`src/rtl/core/lftc_pkg.sv`:
```
package lftc_pkg;

    localparam int SAMPLE_BITS = 12;
    localparam int NUM_SAMPLES = 8;

    // configuration port
    localparam int ADDR_BITS = 5;
    localparam int DATA_BITS = 32;

    typedef logic [SAMPLE_BITS-1:0] t_sample;
    typedef logic [6:0]             t_speed;
    typedef logic [4:0]             t_gain;
    typedef logic [1:0]             t_mode;
    typedef logic [2:0]             t_phase;
    typedef logic [2:0]             t_reg_idx;

    // register indexes, byte address is 4 * index
    localparam t_reg_idx REG_NORMAL_BASE = 3'd0;
    localparam t_reg_idx REG_NORMAL_GAIN = 3'd1;
    localparam t_reg_idx REG_SLOW_BASE   = 3'd2;
    localparam t_reg_idx REG_SLOW_GAIN   = 3'd3;
    localparam t_reg_idx REG_SPEED_LIMIT = 3'd4;

    localparam t_speed RST_NORMAL_BASE = 7'd50;
    localparam t_gain  RST_NORMAL_GAIN = 5'd12;
    localparam t_speed RST_SLOW_BASE   = 7'd20;
    localparam t_gain  RST_SLOW_GAIN   = 5'd8;
    localparam t_speed RST_SPEED_LIMIT = 7'd70;

    // track modes
    localparam t_mode MODE_NORMAL    = 2'd0;
    localparam t_mode MODE_CIRCLE    = 2'd1;
    localparam t_mode MODE_LEFT_INT  = 2'd2;
    localparam t_mode MODE_RIGHT_INT = 2'd3;

    // sequence phases
    localparam t_phase PH_ENTRY = 3'd0;
    localparam t_phase PH_SEQ0  = 3'd1;
    localparam t_phase PH_SEQ1  = 3'd2;
    localparam t_phase PH_SEQ2  = 3'd3;
    localparam t_phase PH_SEQ3  = 3'd4;
    localparam t_phase PH_SEQ4  = 3'd5;

    // sensor weights, outer sensors count most
    localparam logic [1:0] WEIGHT [NUM_SAMPLES] = '{
        2'd3, 2'd2, 2'd1, 2'd1, 2'd1, 2'd1, 2'd2, 2'd3
    };

    typedef struct packed {
        t_speed normal_base;
        t_gain  normal_gain;
        t_speed slow_base;
        t_gain  slow_gain;
        t_speed speed_limit;
    } t_cfg;

    typedef struct packed {
        logic [2:0] left_sum;
        logic [2:0] right_sum;
        logic       full;
        logic       left_half;
        logic       right_half;
        logic       mid;
        logic       blank;
        logic       out_line;
    } t_sig;

    typedef struct packed {
        t_speed left_speed;
        t_speed right_speed;
        t_mode  mode;
        t_phase phase;
    } t_result;

endpackage

```
`src/rtl/core/lftc_cfg_regs.sv`:
```
module lftc_cfg_regs (
    input  logic                           i_clk,
    input  logic                           i_rst_n,
    input  logic                           psel,
    input  logic                           penable,
    input  logic                           pwrite,
    input  logic [lftc_pkg::ADDR_BITS-1:0] paddr,
    input  logic [lftc_pkg::DATA_BITS-1:0] pwdata,
    output logic [lftc_pkg::DATA_BITS-1:0] prdata,
    output logic                           pready,
    output lftc_pkg::t_cfg                 o_cfg
);
    import lftc_pkg::*;

    t_cfg     r_cfg;
    t_cfg     n_cfg;
    t_reg_idx w_idx;
    logic     w_wr;

    assign pready = 1'b1;
    assign w_idx  = paddr[ADDR_BITS-1:2];
    assign w_wr   = psel && penable && pwrite;
    assign o_cfg  = r_cfg;

    always_comb begin
        n_cfg = r_cfg;
        if (w_wr) begin
            unique case (w_idx)
                REG_NORMAL_BASE: n_cfg.normal_base = pwdata[6:0];
                REG_NORMAL_GAIN: n_cfg.normal_gain = pwdata[4:0];
                REG_SLOW_BASE:   n_cfg.slow_base   = pwdata[6:0];
                REG_SLOW_GAIN:   n_cfg.slow_gain   = pwdata[4:0];
                REG_SPEED_LIMIT: n_cfg.speed_limit = pwdata[6:0];
                default:         n_cfg = r_cfg;
            endcase
        end
    end

    always_ff @(posedge i_clk) begin
        if (!i_rst_n) begin
            r_cfg.normal_base <= RST_NORMAL_BASE;
            r_cfg.normal_gain <= RST_NORMAL_GAIN;
            r_cfg.slow_base   <= RST_SLOW_BASE;
            r_cfg.slow_gain   <= RST_SLOW_GAIN;
            r_cfg.speed_limit <= RST_SPEED_LIMIT;
        end else begin
            r_cfg <= n_cfg;
        end
    end

    always_comb begin
        unique case (w_idx)
            REG_NORMAL_BASE: prdata = {{(DATA_BITS-7){1'b0}}, r_cfg.normal_base};
            REG_NORMAL_GAIN: prdata = {{(DATA_BITS-5){1'b0}}, r_cfg.normal_gain};
            REG_SLOW_BASE:   prdata = {{(DATA_BITS-7){1'b0}}, r_cfg.slow_base};
            REG_SLOW_GAIN:   prdata = {{(DATA_BITS-5){1'b0}}, r_cfg.slow_gain};
            REG_SPEED_LIMIT: prdata = {{(DATA_BITS-7){1'b0}}, r_cfg.speed_limit};
            default:         prdata = '0;
        endcase
    end

endmodule

```
`src/rtl/core/lftc_detect.sv`:
```
module lftc_detect (
    input  lftc_pkg::t_sample i_samples [lftc_pkg::NUM_SAMPLES],
    output lftc_pkg::t_sig    o_sig
);
    import lftc_pkg::*;

    t_sample                w_min_a [4];
    t_sample                w_min_b [2];
    t_sample                w_min;
    logic [SAMPLE_BITS+2:0] w_scaled;
    logic [SAMPLE_BITS:0]   w_thr;
    logic [1:0]             w_wt [NUM_SAMPLES];
    logic [2:0]             w_ls;
    logic [1:0]             w_ms;
    logic [2:0]             w_rs;

    // three-level minimum tree
    always_comb begin
        for (int i = 0; i < 4; i++) begin
            w_min_a[i] = (i_samples[2*i+1] < i_samples[2*i]) ?
                         i_samples[2*i+1] : i_samples[2*i];
        end
        for (int i = 0; i < 2; i++) begin
            w_min_b[i] = (w_min_a[2*i+1] < w_min_a[2*i]) ? w_min_a[2*i+1] : w_min_a[2*i];
        end
        w_min = (w_min_b[1] < w_min_b[0]) ? w_min_b[1] : w_min_b[0];
    end

    // threshold is floor(min * 5 / 4)
    assign w_scaled = {1'b0, w_min, 2'b00} + {3'b000, w_min};
    assign w_thr    = w_scaled[SAMPLE_BITS+2:2];

    always_comb begin
        for (int i = 0; i < NUM_SAMPLES; i++) begin
            w_wt[i] = ({1'b0, i_samples[i]} < w_thr) ? WEIGHT[i] : 2'd0;
        end
    end

    assign w_ls = {1'b0, w_wt[0]} + {1'b0, w_wt[1]} + {1'b0, w_wt[2]};
    assign w_ms = w_wt[3] + w_wt[4];
    assign w_rs = {1'b0, w_wt[5]} + {1'b0, w_wt[6]} + {1'b0, w_wt[7]};

    always_comb begin
        o_sig.left_sum   = w_ls;
        o_sig.right_sum  = w_rs;
        o_sig.full       = (w_ls >= 3'd5) && (w_ms >= 2'd2) && (w_rs >= 3'd5);
        o_sig.left_half  = (w_ls >= 3'd5) && (w_ms >= 2'd1);
        o_sig.right_half = (w_ms >= 2'd1) && (w_rs >= 3'd5);
        o_sig.mid        = (w_ls == 3'd0) && (w_ms >= 2'd2) && (w_rs == 3'd0);
        o_sig.blank      = (w_ls == 3'd0) && (w_ms == 2'd0) && (w_rs == 3'd0);
        o_sig.out_line   = !o_sig.full &&
                           (((w_ls >= 3'd1) && (w_ms >= 2'd2) && (w_rs >= 3'd2)) ||
                            ((w_ls == 3'd0) && (w_ms >= 2'd2) && (w_rs >= 3'd3)));
    end

endmodule

```
`src/rtl/core/lftc_track.sv`:
```
module lftc_track (
    input  logic              i_clk,
    input  logic              i_rst_n,
    input  logic              i_step,
    input  lftc_pkg::t_sig    i_sig,
    input  lftc_pkg::t_cfg    i_cfg,
    output lftc_pkg::t_result o_next
);
    import lftc_pkg::*;

    t_mode             r_mode;
    t_mode             n_mode;
    t_phase            r_phase;
    t_phase            n_phase;
    t_speed            r_held_left;
    t_speed            r_held_right;
    logic signed [8:0] w_lsp;
    logic signed [8:0] w_rsp;

    // base - gain * sum, may go negative
    function automatic logic signed [8:0] steer(input t_speed base, input t_gain gain,
                                                input logic [2:0] sum);
        logic [7:0] prod;
        prod  = {3'b000, gain} * {5'b00000, sum};
        steer = $signed({2'b00, base}) - $signed({1'b0, prod});
    endfunction

    function automatic t_speed clamp(input logic signed [8:0] v, input t_speed lim);
        if (v < 0) begin
            clamp = '0;
        end else if (v[7:0] > {1'b0, lim}) begin
            clamp = lim;
        end else begin
            clamp = v[6:0];
        end
    endfunction

    // track state machine
    always_comb begin
        n_mode  = r_mode;
        n_phase = r_phase;
        if (r_mode == MODE_NORMAL) begin
            n_phase = PH_ENTRY;
            priority if (i_sig.full) begin
                n_mode = MODE_CIRCLE;
            end else if (i_sig.left_half) begin
                n_mode = MODE_LEFT_INT;
            end else if (i_sig.right_half) begin
                n_mode = MODE_RIGHT_INT;
            end else begin
                n_mode = MODE_NORMAL;
            end
        end else if (r_phase == PH_ENTRY) begin
            n_phase = PH_SEQ0;
        end else if (r_mode == MODE_CIRCLE) begin
            unique case (r_phase)
                PH_SEQ0: if (i_sig.mid)      n_phase = PH_SEQ1;
                PH_SEQ1: if (i_sig.full)     n_phase = PH_SEQ2;
                PH_SEQ2: if (i_sig.mid)      n_phase = PH_SEQ3;
                PH_SEQ3: if (i_sig.out_line) n_phase = PH_SEQ4;
                PH_SEQ4: begin
                    if (i_sig.mid) begin
                        n_mode  = MODE_NORMAL;
                        n_phase = PH_ENTRY;
                    end
                end
                default: n_phase = r_phase;
            endcase
        end else begin
            unique case (r_phase)
                PH_SEQ0: if (i_sig.blank) n_phase = PH_SEQ1;
                PH_SEQ1: begin
                    if (i_sig.mid) begin
                        n_mode  = MODE_NORMAL;
                        n_phase = PH_ENTRY;
                    end
                end
                default: n_phase = r_phase;
            endcase
        end
    end

    // speed choice from the updated mode and phase, sequence entry phases hold
    always_comb begin
        w_lsp = $signed({2'b00, r_held_left});
        w_rsp = $signed({2'b00, r_held_right});
        if (n_mode == MODE_NORMAL) begin
            w_lsp = steer(i_cfg.normal_base, i_cfg.normal_gain, i_sig.left_sum);
            w_rsp = steer(i_cfg.normal_base, i_cfg.normal_gain, i_sig.right_sum);
        end else if (n_mode == MODE_CIRCLE) begin
            if (n_phase == PH_SEQ0 || n_phase == PH_SEQ1 || n_phase == PH_SEQ3) begin
                w_lsp = steer(i_cfg.slow_base, i_cfg.slow_gain, i_sig.left_sum);
                w_rsp = steer(i_cfg.slow_base, i_cfg.slow_gain, i_sig.right_sum);
            end else if (n_phase == PH_SEQ2 || n_phase == PH_SEQ4) begin
                w_lsp = $signed({2'b00, i_cfg.slow_base});
                w_rsp = '0;
            end
        end else begin
            if (n_phase == PH_SEQ0) begin
                w_lsp = $signed({2'b00, i_cfg.slow_base});
                w_rsp = $signed({2'b00, i_cfg.slow_base});
            end else if (n_phase == PH_SEQ1) begin
                if (n_mode == MODE_LEFT_INT) begin
                    w_lsp = '0;
                    w_rsp = $signed({2'b00, i_cfg.slow_base});
                end else begin
                    w_lsp = $signed({2'b00, i_cfg.slow_base});
                    w_rsp = '0;
                end
            end
        end
    end

    always_comb begin
        o_next.left_speed  = clamp(w_lsp, i_cfg.speed_limit);
        o_next.right_speed = clamp(w_rsp, i_cfg.speed_limit);
        o_next.mode        = n_mode;
        o_next.phase       = n_phase;
    end

    always_ff @(posedge i_clk) begin
        if (!i_rst_n) begin
            r_mode       <= MODE_NORMAL;
            r_phase      <= PH_ENTRY;
            r_held_left  <= '0;
            r_held_right <= '0;
        end else if (i_step) begin
            r_mode       <= o_next.mode;
            r_phase      <= o_next.phase;
            r_held_left  <= o_next.left_speed;
            r_held_right <= o_next.right_speed;
        end
    end

`ifndef ASSERT_OFF
    a_normal_entry: assert property (@(posedge i_clk) disable iff (!i_rst_n)
        (r_mode == MODE_NORMAL) |-> (r_phase == PH_ENTRY))
        else $error("normal mode outside entry phase");

    a_int_phase: assert property (@(posedge i_clk) disable iff (!i_rst_n)
        (r_mode == MODE_LEFT_INT || r_mode == MODE_RIGHT_INT) |->
        (r_phase == PH_ENTRY || r_phase == PH_SEQ0 || r_phase == PH_SEQ1))
        else $error("intersection sequence in a circle-only phase");

    a_hold_state: assert property (@(posedge i_clk) disable iff (!i_rst_n)
        !i_step |=> ($stable(r_mode) && $stable(r_phase) &&
                     $stable(r_held_left) && $stable(r_held_right)))
        else $error("track state moved without an item");
`endif

endmodule

```
`src/rtl/core/line_follower_track_controller.sv`:
```
// channel   direction  handshake              payload
// -------   ---------  ---------------------  -------------------------------------------
// sample    in         i_valid / o_stall      i_sample_0 .. i_sample_7 (12 bits each)
// result    out        o_valid / i_stall      o_left_speed, o_right_speed, o_track_mode,
//                                             o_seq_phase
// config    in         psel/penable/pwrite    paddr, pwdata, prdata, pready (always high)
//
// one item per cycle while i_stall is low; items pass the sample register, then the result register
// detection and the track state machine work off the sample register in one pass
// reset is synchronous and active low: clears valids, track state, held speeds
// and loads the register defaults
// a stall on the result side holds the result register; the sample register
// still fills, and o_stall rises only when both registers are occupied
module line_follower_track_controller (
    input  logic                           i_clk,
    input  logic                           i_rst_n,
    // sample channel
    input  logic                           i_valid,
    output logic                           o_stall,
    input  logic [lftc_pkg::SAMPLE_BITS-1:0] i_sample_0,
    input  logic [lftc_pkg::SAMPLE_BITS-1:0] i_sample_1,
    input  logic [lftc_pkg::SAMPLE_BITS-1:0] i_sample_2,
    input  logic [lftc_pkg::SAMPLE_BITS-1:0] i_sample_3,
    input  logic [lftc_pkg::SAMPLE_BITS-1:0] i_sample_4,
    input  logic [lftc_pkg::SAMPLE_BITS-1:0] i_sample_5,
    input  logic [lftc_pkg::SAMPLE_BITS-1:0] i_sample_6,
    input  logic [lftc_pkg::SAMPLE_BITS-1:0] i_sample_7,
    // result channel
    output logic                           o_valid,
    input  logic                           i_stall,
    output logic [6:0]                     o_left_speed,
    output logic [6:0]                     o_right_speed,
    output logic [1:0]                     o_track_mode,
    output logic [2:0]                     o_seq_phase,
    // configuration port
    input  logic                           psel,
    input  logic                           penable,
    input  logic                           pwrite,
    input  logic [lftc_pkg::ADDR_BITS-1:0] paddr,
    input  logic [lftc_pkg::DATA_BITS-1:0] pwdata,
    output logic [lftc_pkg::DATA_BITS-1:0] prdata,
    output logic                           pready
);
    import lftc_pkg::*;

    t_cfg    w_cfg;
    t_sig    w_sig;
    t_result w_next;

    // sample register
    logic    r_in_valid;
    logic    n_in_valid;
    t_sample r_samples [NUM_SAMPLES];

    // result register
    logic    r_out_valid;
    logic    n_out_valid;
    t_result r_out;

    logic    w_out_load;
    logic    w_advance;
    logic    w_accept;

    // result register is free when empty or being taken this cycle
    assign w_out_load = !r_out_valid || !i_stall;
    assign w_advance  = r_in_valid && w_out_load;
    assign o_stall    = r_in_valid && !w_out_load;
    assign w_accept   = i_valid && !o_stall;

    lftc_cfg_regs u_cfg (
        .i_clk   (i_clk),
        .i_rst_n (i_rst_n),
        .psel    (psel),
        .penable (penable),
        .pwrite  (pwrite),
        .paddr   (paddr),
        .pwdata  (pwdata),
        .prdata  (prdata),
        .pready  (pready),
        .o_cfg   (w_cfg)
    );

    lftc_detect u_detect (
        .i_samples (r_samples),
        .o_sig     (w_sig)
    );

    lftc_track u_track (
        .i_clk   (i_clk),
        .i_rst_n (i_rst_n),
        .i_step  (w_advance),
        .i_sig   (w_sig),
        .i_cfg   (w_cfg),
        .o_next  (w_next)
    );

    always_comb begin
        priority if (w_accept) begin
            n_in_valid = 1'b1;
        end else if (w_advance) begin
            n_in_valid = 1'b0;
        end else begin
            n_in_valid = r_in_valid;
        end
    end

    always_comb begin
        priority if (w_advance) begin
            n_out_valid = 1'b1;
        end else if (!i_stall) begin
            n_out_valid = 1'b0;
        end else begin
            n_out_valid = r_out_valid;
        end
    end

    always_ff @(posedge i_clk) begin
        if (!i_rst_n) begin
            r_in_valid  <= 1'b0;
            r_out_valid <= 1'b0;
        end else begin
            r_in_valid  <= n_in_valid;
            r_out_valid <= n_out_valid;
        end
    end

    // payload registers, no reset needed
    always_ff @(posedge i_clk) begin
        if (w_accept) begin
            r_samples[0] <= i_sample_0;
            r_samples[1] <= i_sample_1;
            r_samples[2] <= i_sample_2;
            r_samples[3] <= i_sample_3;
            r_samples[4] <= i_sample_4;
            r_samples[5] <= i_sample_5;
            r_samples[6] <= i_sample_6;
            r_samples[7] <= i_sample_7;
        end
        if (w_advance) begin
            r_out <= w_next;
        end
    end

    assign o_valid       = r_out_valid;
    assign o_left_speed  = r_out.left_speed;
    assign o_right_speed = r_out.right_speed;
    assign o_track_mode  = r_out.mode;
    assign o_seq_phase   = r_out.phase;

`ifndef ASSERT_OFF
    a_advance_fills: assert property (@(posedge i_clk) disable iff (!i_rst_n)
        w_advance |=> (o_valid && $past(w_next) == r_out))
        else $error("advanced item missing from result register");
`endif

endmodule

```
`config.mk`:
```
export PLATFORM = sky130hd
export DESIGN_NAME = line_follower_track_controller
export DESIGN_NICKNAME = d
export VERILOG_FILES = /design/src/rtl/core/lftc_pkg.sv /design/src/rtl/core/lftc_cfg_regs.sv /design/src/rtl/core/lftc_detect.sv /design/src/rtl/core/lftc_track.sv /design/src/rtl/core/line_follower_track_controller.sv
export SDC_FILE = /design/constraint.sdc
export NUM_CORES = 1
export LEC_CHECK = 0
export BUFFER_PORTS_ARGS = -buffer_cell sky130_fd_sc_hd__clkbuf_2
export CORE_MARGIN = 4
export CORE_UTILIZATION = 45
export CTS_CLUSTER_SIZE = 12
export DETAILED_ROUTE_END_ITERATION = 7
export SKIP_LAST_GASP = 1
export SLEW_MARGIN = 10
export SYNTH_ARGS = -nofsm -noshare
export SYNTH_HDL_FRONTEND = slang
export SYNTH_HIERARCHICAL = 1
export SYNTH_SLANG_ARGS = --single-unit
export TNS_END_PERCENT = 30
```
`constraint.sdc`:
```
create_clock -name i_clk -period 20.1 [get_ports i_clk]
set_input_delay 4.02 -clock i_clk [delete_from_list [all_inputs] [get_ports i_clk]]
set_output_delay 4.02 -clock i_clk [all_outputs]
set_load 0.005 [all_outputs]
```
==> tab_implementation.tex, run 1 <==
\begin{tabular}{lr}
\hline
Metric & Value \\
\hline
\multicolumn{2}{l}{\textbf{Synth}} \\
Top cells by count, synth & 217 x ha\_1, 154 x inv\_1, 138 x nand2\_1 \\
Post-synthesis register bit count & 167 \\
Post-synth cell types & 111 \\
Synth area leader & edfxtp\_1 \\
Async set-or-reset flop fraction in the synthesized netlist & 0\% \\
Count of flip-flops with a built-in enable after synthesis & 115 \\
Post-synthesis sequential area ratio & 27.7\% \\
Yosys warns & 6 \\
Avg Inst Size Synth & 9.37 um2 \\
Most used DFF post-synth & edfxtp\_1 \\
Proportion of netlist area held by the largest area contributor & 21.3\% \\
Post-synthesis instance total & 1732 \\
Leading cell type by number of instances after synthesis & ha\_1 \\
Leading post-synthesis cells by cell area & edfxtp\_1 21\%, ha\_1 17\%, dfxtp\_1 6.4\% \\
Netlist area before placement & 16200 um2 \\
\multicolumn{2}{l}{\textbf{Timing}} \\
Pins Over Slew Limit & 0 \\
Total Negative Setup Slacks & 0 ps \\
Pin slew with the least headroom to its limit & 1200 ps \\
Max-slew headroom & 19.2\% \\
Clock period minus worst slack & 17890 ps \\
Hold violation count in the final report & 0 \\
Count of endpoints failing setup in the final report & 0 \\
Setup repair after global routing missed its margin & false \\
Fin crit share & 89.0\% \\
Max Clock Freq & 55.9 MHz \\
Worst clock skew & 9.30 ps \\
\multicolumn{2}{l}{\textbf{CTS}} \\
Clock buffers created by TritonCTS & 17 \\
Number of buffers added to fix hold violations after cts & 0 \\
Clock root buffer master & clkbuf\_16 \\
H-tree levels & 4 \\
CTS tree & done \\
Clock latency on the worst-skew pair & 460 ps \\
Post CTS Setup Buffer Count & 0 \\
Clock slew at the register clock pins of the worst setup and hold paths & 70 ps \\
Post\_cts resized & 0 \\
Largest buffer count on any clock path & 2 \\
CTS Sinks & 167 \\
\multicolumn{2}{l}{\textbf{Routing}} \\
Routed wire per std cell & 19.8 um \\
First drt pass iteration count & 5 \\
Via total after detailed routing & 13.3k \\
Post-detailed-route DRC marker count & 0 \\
Average via count per standard cell & 5.71 \\
Detailed-route wire length & 46000 um \\
Iteration-0 DRC Markers & 852 \\
Antenna Nets Post-Route & 0 \\
\multicolumn{2}{l}{\textbf{Worst setup path}} \\
Delay-heaviest family, CP & compound AO/OA/AOI/OAI gates \\
Worst path required time & 20290 ps \\
Crit path capture type & register \\
Internal reg-to-reg setup slack & 2210 ps \\
Start point of the critical path & r\_samples[81] \\
Critical-path maximum fanout & 25 \\
Worst flop-to-flop path startpoint & r\_samples[81] \\
Most common cell type on the critical path & a21oi\_1 \\
Slowest stage cell, crit path & a2111oi\_4 \\
Worst Path Buf+Inv & 4 \\
Startpoint class of the critical path & register \\
Slowest Stage Delay on Critical Path & 930 ps \\
Type of the worst setup path & reg2reg \\
CP arrival & 18080 ps \\
\multicolumn{2}{l}{\textbf{Global route}} \\
Leftover overflow at the end of global routing & 0 \\
Largest net degree at the start of global routing & 58 \\
Total Routing Usage GR & 23.4\% \\
Number of global-route vias before repair & 13.1k \\
Wire length of the first global-routing pass & 71800 um \\
Initial antenna violation count & 0 \\
\multicolumn{2}{l}{\textbf{Cells and area}} \\
Filler cells & 3387 \\
Post-layout net count & 2243 \\
Area occupied by multi-input gates & 10700 um2 \\
Share of cells above drive strength 1 & 14.2\% \\
Layout-stage area growth over the synthesis result & 9.92\% \\
Diodes inserted & 0 \\
Sequential cell area in the final layout & 4490 um2 \\
\multicolumn{2}{l}{\textbf{Floorplan}} \\
Die Outline Area & 39100 um2 \\
Site row count & 69 \\
Total core area & 35600 um2 \\
Initial core utilization & 45.6\% \\
Die extent in y & 198 um \\
Die Wd & 198 um \\
Top Ports & 194 \\
\multicolumn{2}{l}{\textbf{Place}} \\
Post-detailed-placement half-perimeter wirelength & 36200 um \\
Placer congestion estimate & 0.913 \\
Port buffer count & 140 \\
\multicolumn{2}{l}{\textbf{Flow run}} \\
Max-capacitance violation count & 0 \\
\multicolumn{2}{l}{\textbf{Hold path}} \\
Worst Hold Launch & u\_track/r\_held\_right[2] \\
Class of the worst hold path & reg2reg \\
\multicolumn{2}{l}{\textbf{Run status}} \\
Outcome & completed \\
\hline
\end{tabular}
final timing paths:
path,end,cells past startpoint
min reg2reg,u_track/r_held_right[2],2
min,u_track/r_held_right[2],2
max reg2reg,o_left_speed[4],65
max,o_left_speed[4],65
layout by cell type (no fill, tap or decap), drive strengths merged, types with 13 or more instances in the layout:
cell type | Yosys | layout
xnor2 | 27 | 27
o21a | 31 | 31
and2 | 50 | 50
dfxtp | 52 | 52
nor2b | 22 | 22
o31ai | 15 | 15
buf | 55 | 15
nand3 | 36 | 36
clkbuf | 24 | 157
nand2 | 139 | 139
a21oi | 96 | 96
o211a | 13 | 13
inv | 161 | 168
fa | 35 | 35
ha | 217 | 217
nor3 | 16 | 16
edfxtp | 115 | 115
a21o | 68 | 68
o21ai | 85 | 85
nand4 | 13 | 13
o211ai | 42 | 42
a211oi | 19 | 19
conb | 2 | 26
nor2 | 89 | 89
nand2b | 20 | 20
mux2 | 13 | 13
mux2i | 73 | 73
registers in the layout, summed over array words and instances, names as in the netlist:
signal	count
o_left_speed	7
o_right_speed	7
o_seq_phase	3
o_track_mode	2
o_valid	1
r_in_valid	1
r_samples	96
u_cfg/o_cfg	31
u_track/r_held_left	7
u_track/r_held_right	7
u_track/r_mode	2
u_track/r_phase	3
stage by stage:
stage / setup slack, ps / util (%) / instances / instance area (um2) / hold WS, ps
2_1_floorplan: 5250 / - / 1756 / 16300 / 425
6_report: 2210 / 50.1 / 2325 / 17800 / 466
5_1_grt: 908 / 50.1 / 2325 / 17800 / 509
4_1_cts: 2370 / 50.1 / 2325 / 17800 / 464
3_3_place_gp: 2640 / 48.5 / 2293 / 17200 / 447
3_5_place_dp: 2420 / 48.5 / 2293 / 17200 / 448
cells by family after synthesis:
kind of cell             synth area share, %
AND/OR/NAND/NOR                         13.6
XOR/XNOR                                2.04
multiplexers                            5.51
other                                 0.0463
AO/OA/AOI/OAI                           22.8
adder cells (fa/ha/maj)                 21.6
buffers and inverters                   6.73
flip-flops                              27.7
routing by layer:
layer | vias up | track usage, % | wire [um]
li1 | 6562 | - | -
met1 | 6401 | 28.8 | 19500
met2 | 258 | 41.9 | 23500
met3 | 64 | 3.71 | 1660
met4 | 0 | 7.40 | 1290
met5 | - | 0 | 0
area by class of cell:
| cell class | count | share of cell area, % |
|---|---|---|
| Clock buffer | 17 | 2.39 |
| Sequential cell | 167 | 25.2 |
| Clock inverter | 15 | 0.940 |
| Timing Repair Buffer | 155 | 4.56 |
| Multi-Input combinational cell | 1349 | 60.3 |
| Tap cell | 461 | 3.24 |
| Inverter | 161 | 3.39 |
worst reg2reg max path: cells and delay by family (launching register included):
kind / cells / cell delay, ps
AO/OA/AOI/OAI: 36 / 10260
adder cells (fa/ha/maj): 9 / 2840
multiplexers: 1 / 200
buffers and inverters: 4 / 630
flip-flops: 1 / 460
AND/OR/NAND/NOR: 15 / 3230
Power of run 1 is left out: the tool's default activity adds up to more than one toggle a clock period on the data nets, which glitch-free logic cannot reach.
==> inputs of run 2 (changes only) <==
SYNTH_HIERARCHICAL = not set   (was 1)
==> run 2 against run 1 <==
Synthesized cell count shrank 0.69%. Worst setup slack got worse by 17 ps. Area after synthesis is 4.2% lower. Sequential share of layout area rose by 1.1 points. Clock-buffer cell count is 1 higher. Register-to-register slack worse by 20 ps. Highest routed layer unchanged.
==> tab_implementation.tex, run 2 <==
\begin{tabular}{lr}
\hline
Metric & Value \\
\hline
\multicolumn{2}{l}{\textbf{Routing}} \\
Iteration-0 DRC Markers & 852 \\
Antenna Nets Post-Route & 0 \\
Detailed-route wire length & 42400 um \\
Routed wire per std cell & 18.5 um \\
First drt pass iteration count & 5 \\
Average via count per standard cell & 5.71 \\
Post-detailed-route DRC marker count & 0 \\
Via total after detailed routing & 13.1k \\
\multicolumn{2}{l}{\textbf{Timing}} \\
Pin slew with the least headroom to its limit & 1110 ps \\
Total Negative Setup Slacks & 0 ps \\
Max Clock Freq & 55.8 MHz \\
Worst clock skew & 17.4 ps \\
Count of endpoints failing setup in the final report & 0 \\
Fin crit share & 89.1\% \\
Setup repair after global routing missed its margin & false \\
Hold violation count in the final report & 0 \\
Clock period minus worst slack & 17910 ps \\
Pins Over Slew Limit & 0 \\
Max-slew headroom & 25.4\% \\
Crit path setup slack, layout & 2190 ps \\
\multicolumn{2}{l}{\textbf{Cells and area}} \\
Commonest non-fill, non-tap cell in the layout & ha\_1 \\
Max reg flops & 96 \\
Share of cells above drive strength 1 & 12.6\% \\
Post-layout net count & 2224 \\
Layout-stage area growth over the synthesis result & 9.84\% \\
Largest reg by FF count & r\_samples \\
Commonest cells after routing, fill and taps aside & 217 x ha\_1, 145 x inv\_1, 140 x clkbuf\_2 \\
Diodes inserted & 0 \\
\multicolumn{2}{l}{\textbf{Global route}} \\
Wire length of the first global-routing pass & 66600 um \\
Layer with the highest usage & met1 \\
Initial antenna violation count & 0 \\
Met1 GRT Util & 34.0\% \\
Grt met2 use & 32.1\% \\
Leftover overflow at the end of global routing & 0 \\
GR Util met3 & 4.01\% \\
Largest net degree at the start of global routing & 69 \\
Total Routing Usage GR & 22.1\% \\
Number of global-route vias before repair & 12.3k \\
\multicolumn{2}{l}{\textbf{Synth}} \\
Yosys warns & 0 \\
Top cells by count, synth & 217 x ha\_1, 143 x inv\_1, 136 x a21oi\_1 \\
Async set-or-reset flop fraction in the synthesized netlist & 0\% \\
Post-synthesis sequential area ratio & 28.9\% \\
Leading cell type by number of instances after synthesis & ha\_1 \\
Netlist area before placement & 15500 um2 \\
Avg Inst Size Synth & 9.03 um2 \\
Fraction of the mapped netlist area in simple logic gates & 16.5\% \\
Synth area leader & edfxtp\_1 \\
Most used DFF post-synth & edfxtp\_1 \\
Compound-gate portion of the synthesized area & 18.5\% \\
Proportion of netlist area held by the largest area contributor & 22.2\% \\
Leading post-synthesis cells by cell area & edfxtp\_1 22\%, ha\_1 17\%, dfxtp\_1 6.7\% \\
Post-synthesis register bit count & 167 \\
Multiplexer share of the synthesized area & 4.49\% \\
Post-synth cell types & 86 \\
Post-synthesis xor/xnor area fraction & 2.19\% \\
Post-synthesis adder-cell area fraction & 22.9\% \\
Count of flip-flops with a built-in enable after synthesis & 115 \\
Post-synthesis instance total & 1720 \\
Largest family of logic cells by synthesized area & adder cells \\
\multicolumn{2}{l}{\textbf{Place}} \\
Post-detailed-placement half-perimeter wirelength & 33700 um \\
Pre-CTS worst setup slack & 2410 ps \\
Port buffer count & 140 \\
Placer congestion estimate & 0.907 \\
\multicolumn{2}{l}{\textbf{Floorplan}} \\
Die extent in y & 194 um \\
Die Wd & 194 um \\
Total core area & 33800 um2 \\
Top Ports & 194 \\
Site row count & 67 \\
Die Outline Area & 37600 um2 \\
Initial core utilization & 46.0\% \\
\multicolumn{2}{l}{\textbf{Worst setup path}} \\
Startpoint class of the critical path & register \\
Worst flop-to-flop path startpoint & r\_samples[83] \\
Depth of the worst register-to-register path & 71 \\
CP arrival & 18180 ps \\
Slowest stage cell, crit path & fa\_1 \\
Critical-path maximum fanout & 21 \\
Type of the worst setup path & reg2reg \\
Slowest Stage Delay on Critical Path & 790 ps \\
Most common cell type on the critical path & a21oi\_1 \\
Reg2reg end & o\_right\_speed[2] \\
Worst path required time & 20370 ps \\
Internal reg-to-reg setup slack & 2190 ps \\
Crit path capture type & register \\
\multicolumn{2}{l}{\textbf{CTS}} \\
CTS Sinks & 167 \\
Number of buffers added to fix hold violations after cts & 0 \\
Post CTS Setup Buffer Count & 0 \\
Clock root buffer master & clkbuf\_16 \\
Clock buffers created by TritonCTS & 17 \\
H-tree levels & 4 \\
Post\_cts resized & 0 \\
Largest buffer count on any clock path & 2 \\
Clock slew at the register clock pins of the worst setup and hold paths & 80 ps \\
CTS tree & done \\
Clock latency on the worst-skew pair & 460 ps \\
\multicolumn{2}{l}{\textbf{Hold path}} \\
Hold endpoint & u\_track.r\_held\_right[3] \\
Hold-critical path depth & 2 \\
Worst Hold Launch & u\_track.r\_held\_right[3] \\
Class of the worst hold path & reg2reg \\
\multicolumn{2}{l}{\textbf{Run status}} \\
Outcome & completed \\
\multicolumn{2}{l}{\textbf{Flow run}} \\
Max-capacitance violation count & 0 \\
\hline
\end{tabular}
run 2: cell families after synthesis:
kind of cell,Yosys count
compound gates,441
xor+xnor,38
fa+ha+maj,266
buf+inv,229
flops,167
mux,66
other cells,2
simple gates,511
run 2: through the flow:
| step | cells | util, % | area (um2) | hold WS [ps] |
|---|---|---|---|---|
| finish | 2293 | 50.5 | 17100 | 488 |
| global route | 2293 | 50.5 | 17100 | 520 |
| CTS | 2293 | 50.5 | 17100 | 475 |
| detailed placement | 2261 | 48.9 | 16500 | 464 |
| global placement | 2261 | 48.9 | 16500 | 459 |
| floorplan | 1744 | - | 15600 | 435 |
run 2: critical path: cells and delay by family (launching register included):
kind | cells | cell delay [ps]
fa+ha+maj | 11 | 3840
simple gates | 23 | 4720
xor+xnor | 1 | 760
buf+inv | 3 | 400
flops | 1 | 430
compound gates | 33 | 7520
run 2: metal layers:
metal	part of all wire, %	vias to the layer above
met1	50	6195
met3	7.6	41
li1	-	6393
met2	41	458
met5	0	-
met4	1.4	0
run 2: how the worst max path moves through the flow:
stage                        startpoint                      to  slack (ps)  cells after the start
after floorplan           r_samples[83]  u_track.r_held_left[1]        5450                     74
after global placement    r_samples[83]        o_right_speed[6]        2660                     69
after detailed placement  r_samples[83]        o_right_speed[2]        2410                     71
after CTS                 r_samples[83]        o_right_speed[2]        2340                     71
after global routing      r_samples[81]        o_right_speed[0]         950                     70
final                     r_samples[83]        o_right_speed[2]        2190                     71
run 2: cell type report:
class                      count  area [um2]
clock inverter                14         101
tap                          448         561
clock buffer                  18         439
timing repair buffer         149         768
multi-input combinational   1348       10100
inverter                     149         562
fill                        3157       16700
sequential                   167        4490
Power of run 2 is left out for the same reason.
